## src/rtl/core/wes_pkg.sv

```systemverilog
// ============================================================================
// wes_pkg: shared types and constants of the wave equation stencil core
// Payload structs, configuration indexes, reset values, controller states
// and the command and status groups between controller and datapath.
// ============================================================================
package wes_pkg;

    localparam int MAX_POINTS = 64;
    localparam int IDX_W      = $clog2(MAX_POINTS);
    localparam int ADDR_W     = IDX_W + 1;
    localparam int VAL_W      = 64;
    localparam int HALF_W     = VAL_W / 2;
    localparam int ACC_W      = VAL_W + HALF_W;
    localparam int PTS_W      = 7;
    localparam int CFG_IDX_W  = 3;
    localparam int MIN_POINTS = 3;
    localparam int MUL_CNT_W  = 3;

    // Last step of the iterative multiplier: four partial products and a sign fix.
    localparam logic [MUL_CNT_W-1:0] MUL_LAST_STEP = MUL_CNT_W'(4);

    // Configuration register indexes.
    localparam logic [CFG_IDX_W-1:0] CFG_WAVE_COEFF          = CFG_IDX_W'(0);
    localparam logic [CFG_IDX_W-1:0] CFG_LEFT_GAMMA_GAIN     = CFG_IDX_W'(1);
    localparam logic [CFG_IDX_W-1:0] CFG_LEFT_NEIGHBOR_GAIN  = CFG_IDX_W'(2);
    localparam logic [CFG_IDX_W-1:0] CFG_RIGHT_GAMMA_GAIN    = CFG_IDX_W'(3);
    localparam logic [CFG_IDX_W-1:0] CFG_RIGHT_NEIGHBOR_GAIN = CFG_IDX_W'(4);
    localparam logic [CFG_IDX_W-1:0] CFG_POINTS_IN_USE       = CFG_IDX_W'(5);

    // Reset values of the configuration registers (Q32.32 where 64 bits).
    localparam logic [VAL_W-1:0] RST_WAVE_COEFF          = 64'h0000_0000_0000_68DC;
    localparam logic [VAL_W-1:0] RST_LEFT_GAMMA_GAIN     = 64'hFFFF_FFFF_E000_0000;
    localparam logic [VAL_W-1:0] RST_LEFT_NEIGHBOR_GAIN  = 64'h0000_0001_4000_0000;
    localparam logic [VAL_W-1:0] RST_RIGHT_GAMMA_GAIN    = 64'h0000_0001_0000_0000;
    localparam logic [VAL_W-1:0] RST_RIGHT_NEIGHBOR_GAIN = 64'h0000_0000_0000_0000;
    localparam logic [PTS_W-1:0] RST_POINTS_IN_USE       = PTS_W'(11);

    // Item operation codes.
    localparam logic OP_LOAD = 1'b0;
    localparam logic OP_STEP = 1'b1;

    typedef struct packed {
        logic                    operation;
        logic [IDX_W-1:0]        point_index;
        logic signed [VAL_W-1:0] older_value;
        logic signed [VAL_W-1:0] newer_value;
        logic signed [VAL_W-1:0] source_term;
        logic signed [VAL_W-1:0] boundary_value;
    } in_item_t;

    typedef struct packed {
        logic [IDX_W-1:0]        out_index;
        logic signed [VAL_W-1:0] new_value;
        logic                    row_done;
    } out_item_t;

    typedef enum logic [3:0] {
        S_IDLE,
        S_DECODE,
        S_LD_NEW,
        S_RD_N0,
        S_RD_NP1,
        S_RD_OLD,
        S_LAP,
        S_WC_WAIT,
        S_MUL_LG,
        S_LG_WAIT,
        S_LN_WAIT,
        S_EMIT_EDGE,
        S_EMIT_V,
        S_R_WAIT1,
        S_R_WAIT2,
        S_EMIT_RIGHT
    } ctrl_state_t;

    typedef enum logic [4:0] {
        DP_NOP,
        DP_CAPTURE,
        DP_LD_OLD,
        DP_LD_NEW,
        DP_LATCH_LB,
        DP_RD_NM1,
        DP_RD_N0,
        DP_RD_NP1,
        DP_RD_OLD,
        DP_LAP,
        DP_INTERIOR,
        DP_MUL_LG,
        DP_MUL_LN,
        DP_LEFT,
        DP_MUL_RG,
        DP_MUL_RN,
        DP_RIGHT
    } dp_op_t;

    typedef enum logic [1:0] {
        OUT_LEFT_EDGE,
        OUT_POINT,
        OUT_RIGHT_EDGE
    } out_kind_t;

    typedef struct packed {
        dp_op_t    op;
        logic      out_load;
        out_kind_t out_kind;
    } ctrl_cmd_t;

    typedef struct packed {
        logic item_op;
        logic in_range;
        logic is_zero;
        logic is_one;
        logic is_last;
        logic mul_busy;
        logic mul_done;
        logic out_free;
    } dp_status_t;

endpackage

```

## src/rtl/core/wes_ctrl.sv

```systemverilog
// ============================================================================
// wes_ctrl: controller of the wave equation stencil core
// Sequences loads, stencil reads, multiplies, memory writes and result
// transfers by issuing one datapath command per cycle.
// ============================================================================
module wes_ctrl (
    input  logic                clk,
    input  logic                rst_n,
    input  logic                in_valid,
    output logic                in_stall,
    input  wes_pkg::dp_status_t status,
    output wes_pkg::ctrl_cmd_t  cmd
);

    wes_pkg::ctrl_state_t state_reg;
    wes_pkg::ctrl_state_t state_next;

    always_ff @(posedge clk or negedge rst_n)
    begin
        if (!rst_n)
            state_reg <= wes_pkg::S_IDLE;
        else
            state_reg <= state_next;
    end

    always_comb
    begin
        state_next = state_reg;
        unique case (state_reg)
            wes_pkg::S_IDLE:
                if (in_valid)
                    state_next = wes_pkg::S_DECODE;
            wes_pkg::S_DECODE:
            begin
                if (status.item_op == wes_pkg::OP_LOAD)
                    state_next = wes_pkg::S_LD_NEW;
                else if (!status.in_range || status.is_zero)
                    state_next = wes_pkg::S_IDLE;
                else if (status.is_last)
                    state_next = wes_pkg::S_R_WAIT1;
                else
                    state_next = wes_pkg::S_RD_N0;
            end
            wes_pkg::S_LD_NEW:  state_next = wes_pkg::S_IDLE;
            wes_pkg::S_RD_N0:   state_next = wes_pkg::S_RD_NP1;
            wes_pkg::S_RD_NP1:  state_next = wes_pkg::S_RD_OLD;
            wes_pkg::S_RD_OLD:  state_next = wes_pkg::S_LAP;
            wes_pkg::S_LAP:     state_next = wes_pkg::S_WC_WAIT;
            wes_pkg::S_WC_WAIT:
                if (status.mul_done)
                    state_next = status.is_one ? wes_pkg::S_MUL_LG : wes_pkg::S_EMIT_V;
            wes_pkg::S_MUL_LG:  state_next = wes_pkg::S_LG_WAIT;
            wes_pkg::S_LG_WAIT:
                if (status.mul_done)
                    state_next = wes_pkg::S_LN_WAIT;
            wes_pkg::S_LN_WAIT:
                if (status.mul_done)
                    state_next = wes_pkg::S_EMIT_EDGE;
            wes_pkg::S_EMIT_EDGE:
                if (status.out_free)
                    state_next = wes_pkg::S_EMIT_V;
            wes_pkg::S_EMIT_V:
                if (status.out_free)
                    state_next = wes_pkg::S_IDLE;
            wes_pkg::S_R_WAIT1:
                if (status.mul_done)
                    state_next = wes_pkg::S_R_WAIT2;
            wes_pkg::S_R_WAIT2:
                if (status.mul_done)
                    state_next = wes_pkg::S_EMIT_RIGHT;
            wes_pkg::S_EMIT_RIGHT:
                if (status.out_free)
                    state_next = wes_pkg::S_IDLE;
            default:
                state_next = wes_pkg::S_IDLE;
        endcase
    end

    always_comb
    begin
        in_stall     = 1'b1;
        cmd.op       = wes_pkg::DP_NOP;
        cmd.out_load = 1'b0;
        cmd.out_kind = wes_pkg::OUT_POINT;
        unique case (state_reg)
            wes_pkg::S_IDLE:
            begin
                in_stall = 1'b0;
                if (in_valid)
                    cmd.op = wes_pkg::DP_CAPTURE;
            end
            wes_pkg::S_DECODE:
            begin
                if (status.item_op == wes_pkg::OP_LOAD)
                    cmd.op = wes_pkg::DP_LD_OLD;
                else if (!status.in_range)
                    cmd.op = wes_pkg::DP_NOP;
                else if (status.is_zero)
                    cmd.op = wes_pkg::DP_LATCH_LB;
                else if (status.is_last)
                    cmd.op = wes_pkg::DP_MUL_RG;
                else
                    cmd.op = wes_pkg::DP_RD_NM1;
            end
            wes_pkg::S_LD_NEW:  cmd.op = wes_pkg::DP_LD_NEW;
            wes_pkg::S_RD_N0:   cmd.op = wes_pkg::DP_RD_N0;
            wes_pkg::S_RD_NP1:  cmd.op = wes_pkg::DP_RD_NP1;
            wes_pkg::S_RD_OLD:  cmd.op = wes_pkg::DP_RD_OLD;
            wes_pkg::S_LAP:     cmd.op = wes_pkg::DP_LAP;
            wes_pkg::S_WC_WAIT:
                if (status.mul_done)
                    cmd.op = wes_pkg::DP_INTERIOR;
            wes_pkg::S_MUL_LG:  cmd.op = wes_pkg::DP_MUL_LG;
            wes_pkg::S_LG_WAIT:
                if (status.mul_done)
                    cmd.op = wes_pkg::DP_MUL_LN;
            wes_pkg::S_LN_WAIT:
                if (status.mul_done)
                    cmd.op = wes_pkg::DP_LEFT;
            wes_pkg::S_EMIT_EDGE:
            begin
                cmd.out_load = status.out_free;
                cmd.out_kind = wes_pkg::OUT_LEFT_EDGE;
            end
            wes_pkg::S_EMIT_V:
            begin
                cmd.out_load = status.out_free;
                cmd.out_kind = wes_pkg::OUT_POINT;
            end
            wes_pkg::S_R_WAIT1:
                if (status.mul_done)
                    cmd.op = wes_pkg::DP_MUL_RN;
            wes_pkg::S_R_WAIT2:
                if (status.mul_done)
                    cmd.op = wes_pkg::DP_RIGHT;
            wes_pkg::S_EMIT_RIGHT:
            begin
                cmd.out_load = status.out_free;
                cmd.out_kind = wes_pkg::OUT_RIGHT_EDGE;
            end
            default:
            begin
            end
        endcase
    end

`ifndef SYNTHESIS
    a_accept_decodes: assert property (@(posedge clk) disable iff (!rst_n)
        (in_valid && !in_stall) |=> (state_reg == wes_pkg::S_DECODE))
        else $error("accepted item did not move the controller to decode");

    a_load_when_free: assert property (@(posedge clk) disable iff (!rst_n)
        cmd.out_load |-> status.out_free)
        else $error("output register loaded while a stalled result is held");

    a_idle_mul_quiet: assert property (@(posedge clk) disable iff (!rst_n)
        (state_reg == wes_pkg::S_IDLE) |-> !status.mul_busy)
        else $error("multiplier still busy while the controller is idle");

    a_mul_starts: assert property (@(posedge clk) disable iff (!rst_n)
        (cmd.op == wes_pkg::DP_LAP || cmd.op == wes_pkg::DP_MUL_LG
         || cmd.op == wes_pkg::DP_MUL_LN || cmd.op == wes_pkg::DP_MUL_RG
         || cmd.op == wes_pkg::DP_MUL_RN) |=> status.mul_busy)
        else $error("multiply command did not start the multiplier");
`endif

endmodule

```

## config.mk

```make
export PLATFORM = sky130hd
export DESIGN_NAME = wes_ctrl
export DESIGN_NICKNAME = d
export VERILOG_FILES = /design/src/rtl/core/wes_pkg.sv /design/src/rtl/core/wes_ctrl.sv
export SDC_FILE = /design/constraint.sdc
export NUM_CORES = 1
export LEC_CHECK = 0
export BUFFER_PORTS_ARGS = -buffer_cell sky130_fd_sc_hd__buf_2
export CAP_MARGIN = 0
export CORE_UTILIZATION = 35
export CTS_BUF_LIST = sky130_fd_sc_hd__clkbuf_16
export DETAILED_ROUTE_END_ITERATION = 6
export GPL_ROUTABILITY_DRIVEN = 0
export PLACE_DENSITY = 0.59
export SLEW_MARGIN = 20
export SYNTH_ARGS = -nofsm -noshare
export SYNTH_HDL_FRONTEND = slang
export SYNTH_SLANG_ARGS = --single-unit
```

## constraint.sdc

```tcl
create_clock -name clk -period 3.26 [get_ports clk]
set_input_delay 0.489 -clock clk [delete_from_list [all_inputs] [get_ports clk]]
set_output_delay 0.489 -clock clk [all_outputs]
set_load 0.02 [all_outputs]
```

Word-level counts from Yosys, hierarchy flattened
Cells that the tools add are included.
{"block": "word_totals", "ff_bits": 4, "output_inout_bits": 9}
{"block": "op_classes", "muxes": 26, "reduce_logical": 5, "eq_ne": 23}
{"operator": "two-way mux 4 bit", "count": 19}
{"operator": "one-hot mux 5 bit (13 select lines)", "count": 1}
{"operator": "one-hot mux 4 bit (15 select lines)", "count": 1}
{"operator": "equality test 4 bit (second input constant)", "count": 8}
{"operator": "equality test 4 x 3 -> 1 bit (second input constant)", "count": 4}
{"operator": "inequality test 2 bit (second input constant)", "count": 7}
{"operator": "one-hot mux 3 bit (3 select lines)", "count": 1}
{"operator": "equality test 4 x 2 -> 1 bit (second input constant)", "count": 2}
{"operator": "AND reduction 8 bit", "count": 1}
{"operator": "two-way mux 5 bit", "count": 1}
{"operator": "equality test 4 x 1 -> 1 bit (second input constant)", "count": 1}
{"operator": "logical NOT 4 bit", "count": 1}
{"operator": "two-way mux 3 bit", "count": 1}
{"operator": "two-way mux 1 bit", "count": 2}
{"operator": "inequality test 2 x 1 -> 1 bit (second input constant)", "count": 1}
{"operator": "OR reduction 2 bit", "count": 1}
{"operator": "logical NOT 1 bit", "count": 1}
{"operator": "logical OR 1 bit", "count": 1}

Depth between registers and ports, before layout
{"block": "depth", "word_depth": 5, "depth_mapped": 6, "ltp_nobuf": 4}

Worst setup path after synthesis
No wires, ideal clock.
{"block": "synth_path", "path_type": "flip-flop to output port", "from": "register state_reg[0]", "to": "output cmd[7] in the netlist's numbering", "n_path_buf": 2, "required_time_ns": 2.771, "arrival_time_ns": 1.465, "stages_incl_launch_ff": 4, "path_slack_ns": 1.306, "path_cell_list": "dfrtp_1 -> buf_2 -> buf_1 -> nor4_1"}
{"item": "from (decl)", "line_no": "wes_ctrl.sv:15", "rtl": "wes_pkg::ctrl_state_t state_reg;"}
{"item": "from (signal assigned)", "line_no": "wes_ctrl.sv:21", "rtl": "state_reg <= wes_pkg::S_IDLE;"}
{"item": "from (signal assigned)", "line_no": "wes_ctrl.sv:23", "rtl": "state_reg <= state_next;"}
{"item": "to (decl)", "line_no": "wes_ctrl.sv:12", "rtl": "output wes_pkg::ctrl_cmd_t cmd"}

==> results.txt <==
share of cells above drive strength 1 - 26.3%
# IOs - 20
transition time at the pin with the least slew margin - 0.715 ns
synth unique cells - 39
detailed-route via count - 693
Syn. warnings - 0
largest net degree at the start of global routing - 25
clock edge transition at the registers on the reported setup and hold paths - 0.03 ns
crit path max fanout - 22
leading area contributor after synthesis - sky130_fd_sc_hd__dfrtp_1
iteration-0 DRC count of the detailed router - 22
Bufs on Longest Clock Path - 2
total core area - 1560 um2
TNS Setup - 0 ns
number of buffer and inverter stages on the critical path - 1
cell type of the slowest stage on the worst timing path - sky130_fd_sc_hd__dfrtp_1
Netlist Area Pre-Place - 602 um2
Period Utilization, post-route - 76.3%
Clk Tree Root Cell - sky130_fd_sc_hd__clkbuf_16
failing checks - DRC
Tightest Hold Check Type - in -> async
number of synthesized register bits - 4
ordered cell list for the critical path - nor2b_2 -> and4_1 -> nand2b_1 -> o211ai_1 -> buf_2
slowest cell delay on critical path - 0.71 ns
total CTS buffers - 3
Die Y-Extent - 43.5 um
slew margin rel. - 52.3%
Die Outline Area - 1890 um2
synth-to-layout area growth - 22.7%
Max H-tree Level - 1
setup repair bufs after CTS - 0
number of buffers added to fix hold violations after cts - 0
setup repair after global routing missed its margin - no
area share of the largest cell type after synthesis - 16.6%
top cells by area in the synthesized netlist - sky130_fd_sc_hd__dfrtp_1 17%, sky130_fd_sc_hd__o21ai_0 5.8%, sky130_fd_sc_hd__nand2_1 5.6%
power per cell area - 1200 nW/um2
effective utilization at floorplan - 38.6%
flip-flop count of the largest register, all copies and words added - 4
static power due to leakage - 0.316 nW
CTS-repair resized insts - 0
kind of cell adding the most delay to the critical path - simple AND/OR/NAND/NOR gates
Synth async-reset ratio - 100%
total of buffers placed on input and output ports - 18
vias in the first global route - 547
number of iterations in the first detailed-routing pass - 6
final setup violating endpoints - 0
upper clock frequency limit - 0.402 GHz
count of max-cap constraint violations - 0
clock period minus worst slack - 2.49 ns
Final Instance Count excl. Fillers - 115
nets in the synthesized netlist - 97
total power - 0.884 mW
overall track demand over capacity in global routing - 17.6%
latest clock arrival within the worst-skew pair - 0.22 ns
first-pass GRT wire length - 2.48 mm
Clock Sinks - 4
# DRC - 4
CTS tree - built
initial antenna violation count - 0
DP Cell Count - 112
DP HPWL - 1.08 mm
Synth Instances - 86
Max Slew Vio Count - 0
reg-to-reg setup timing slack - 1.49 ns
Post-layout nets - 112
prevailing post-synth register cell - sky130_fd_sc_hd__dfrtp_1
final hold vios - 0
worst vdd ir - 508 uV
startpoint type of the worst setup path - flop
arrival time of data at the critical path endpoint - 2.00 ns
outcome - complete, but fails checks
number of synthesized flops with an enable pin - 0
antenna-violating nets left - 0
x dimension of the die - 43.5 um
vias per cell - 6.03
kind of end point of the critical path - output pin
average size of a mapped cell - 7.00 um2
Seq/Total Area, Yosys - 16.6%
Req. time, crit path - 2.77 ns
ant diodes - 0
average detailed-routed wire length per instance - 13.2 um
GR Overflow Total - 0
total routed wirelength - 1.52 mm
standard-cell row count - 14
Clock Skews - 0.00170 ns
category of the most critical setup path - reg -> out
## worst register-to-register path, delay by kind of cell, from the launching register on
kind | cells | cell delay, ns
and+or+nand+nor | 2 | 0.70
DFF | 1 | 0.71
AOI/OAI and AO/OA | 2 | 0.28
## report_power, final
part	switching (mW)	internal [mW]	leakage, nW	total [mW]
sequential	0.135	0.0754	0.0475	0.210
combinational	0.269	0.214	0.231	0.482
clock	0.0346	0.157	0.0370	0.191
## cell type report
class                           count  area (um2)
Inverter                            5        18.8
Clock buffer                        3        75.1
Timing Repair Buffer               18        90.1
Sequential cell                     4         100
Multi-Input combinational cell     69         434
Fill cell                         156         821
Tap cell                           16        20.0
## metrics by stage
stage | hold WS, ns | utilization [%] | area (um2) | setup slack, ns
6_report | 0.0643 | 47.4 | 738 | 0.774
5_1_grt | 0.0693 | 47.4 | 738 | 0.651
4_1_cts | 0.0634 | 47.4 | 738 | 0.771
3_5_place_dp | 0.296 | 42.5 | 663 | 1.02
3_3_place_gp | 0.294 | 42.5 | 663 | 0.985
2_1_floorplan | 0.193 | - | 602 | 1.31
## cells by family after synthesis
logic type | count (synthesis) | share of synthesized area (%)
simple gates | 36 | 33.5
compound gates | 32 | 37.0
buf+inv | 13 | 11.2
flops | 4 | 16.6
mux | 1 | 1.66
## metal layers
layer	share of wire, %	GRT usage (%)	up-vias
li1	-	-	352
met1	51	26.1	319
met3	5.6	7.50	0
met2	43	24.2	22
met4	0	1.88	0
met5	0	0	-
## final timing paths
kind | from | to | depth (start not counted)
max in group asynchronous | rst_n | state_reg[0]$_DFFE_PN0P_ | 1
min | rst_n | state_reg[2]$_DFFE_PN0P_ | 1
max | state_reg[0]$_DFFE_PN0P_ | cmd[3] | 5
min in group clk | status[3] | state_reg[3]$_DFFE_PN0P_ | 3
min reg2reg | state_reg[0]$_DFFE_PN0P_ | state_reg[0]$_DFFE_PN0P_ | 1
max reg2reg | state_reg[0]$_DFFE_PN0P_ | state_reg[3]$_DFFE_PN0P_ | 4
## cells in the mapped netlist (2+ instances only)
cell / number
sky130_fd_sc_hd__nand2_1: 9
sky130_fd_sc_hd__o21ai_0: 7
sky130_fd_sc_hd__nand3_1: 6
sky130_fd_sc_hd__inv_1: 5
sky130_fd_sc_hd__nor2_1: 5
sky130_fd_sc_hd__a21oi_1: 4
sky130_fd_sc_hd__dfrtp_1: 4
sky130_fd_sc_hd__buf_2: 3
sky130_fd_sc_hd__nand2b_1: 3
sky130_fd_sc_hd__a211oi_1: 2
sky130_fd_sc_hd__a22oi_1: 2
sky130_fd_sc_hd__a31oi_1: 2
sky130_fd_sc_hd__buf_4: 2
sky130_fd_sc_hd__nand3b_1: 2
sky130_fd_sc_hd__nor2b_1: 2
sky130_fd_sc_hd__nor3_1: 2
sky130_fd_sc_hd__o2111ai_1: 2
sky130_fd_sc_hd__o211ai_1: 2
sky130_fd_sc_hd__o22ai_1: 2
## cells in the final DEF, fill, tap and decap left out, types with 2 or more instances in the layout
master                      Yosys  final
sky130_fd_sc_hd__a21oi_1        4      4
sky130_fd_sc_hd__o22ai_1        2      2
sky130_fd_sc_hd__nor2_1         5      5
sky130_fd_sc_hd__buf_2          3     18
sky130_fd_sc_hd__nand3b_1       2      2
sky130_fd_sc_hd__nand3_1        6      6
sky130_fd_sc_hd__dfrtp_1        4      4
sky130_fd_sc_hd__nand2b_1       3      3
sky130_fd_sc_hd__a22oi_1        2      2
sky130_fd_sc_hd__a31oi_1        2      2
sky130_fd_sc_hd__nand2_1        9      9
sky130_fd_sc_hd__inv_1          5      5
sky130_fd_sc_hd__o2111ai_1      2      2
sky130_fd_sc_hd__nor2b_1        2      2
sky130_fd_sc_hd__o211ai_1       2      2
sky130_fd_sc_hd__nor3_1         2      2
sky130_fd_sc_hd__o21ai_0        7      7
sky130_fd_sc_hd__a211oi_1       2      2
sky130_fd_sc_hd__clkbuf_16      0      3
No activity file was read; power rests on OpenSTA's default activity.
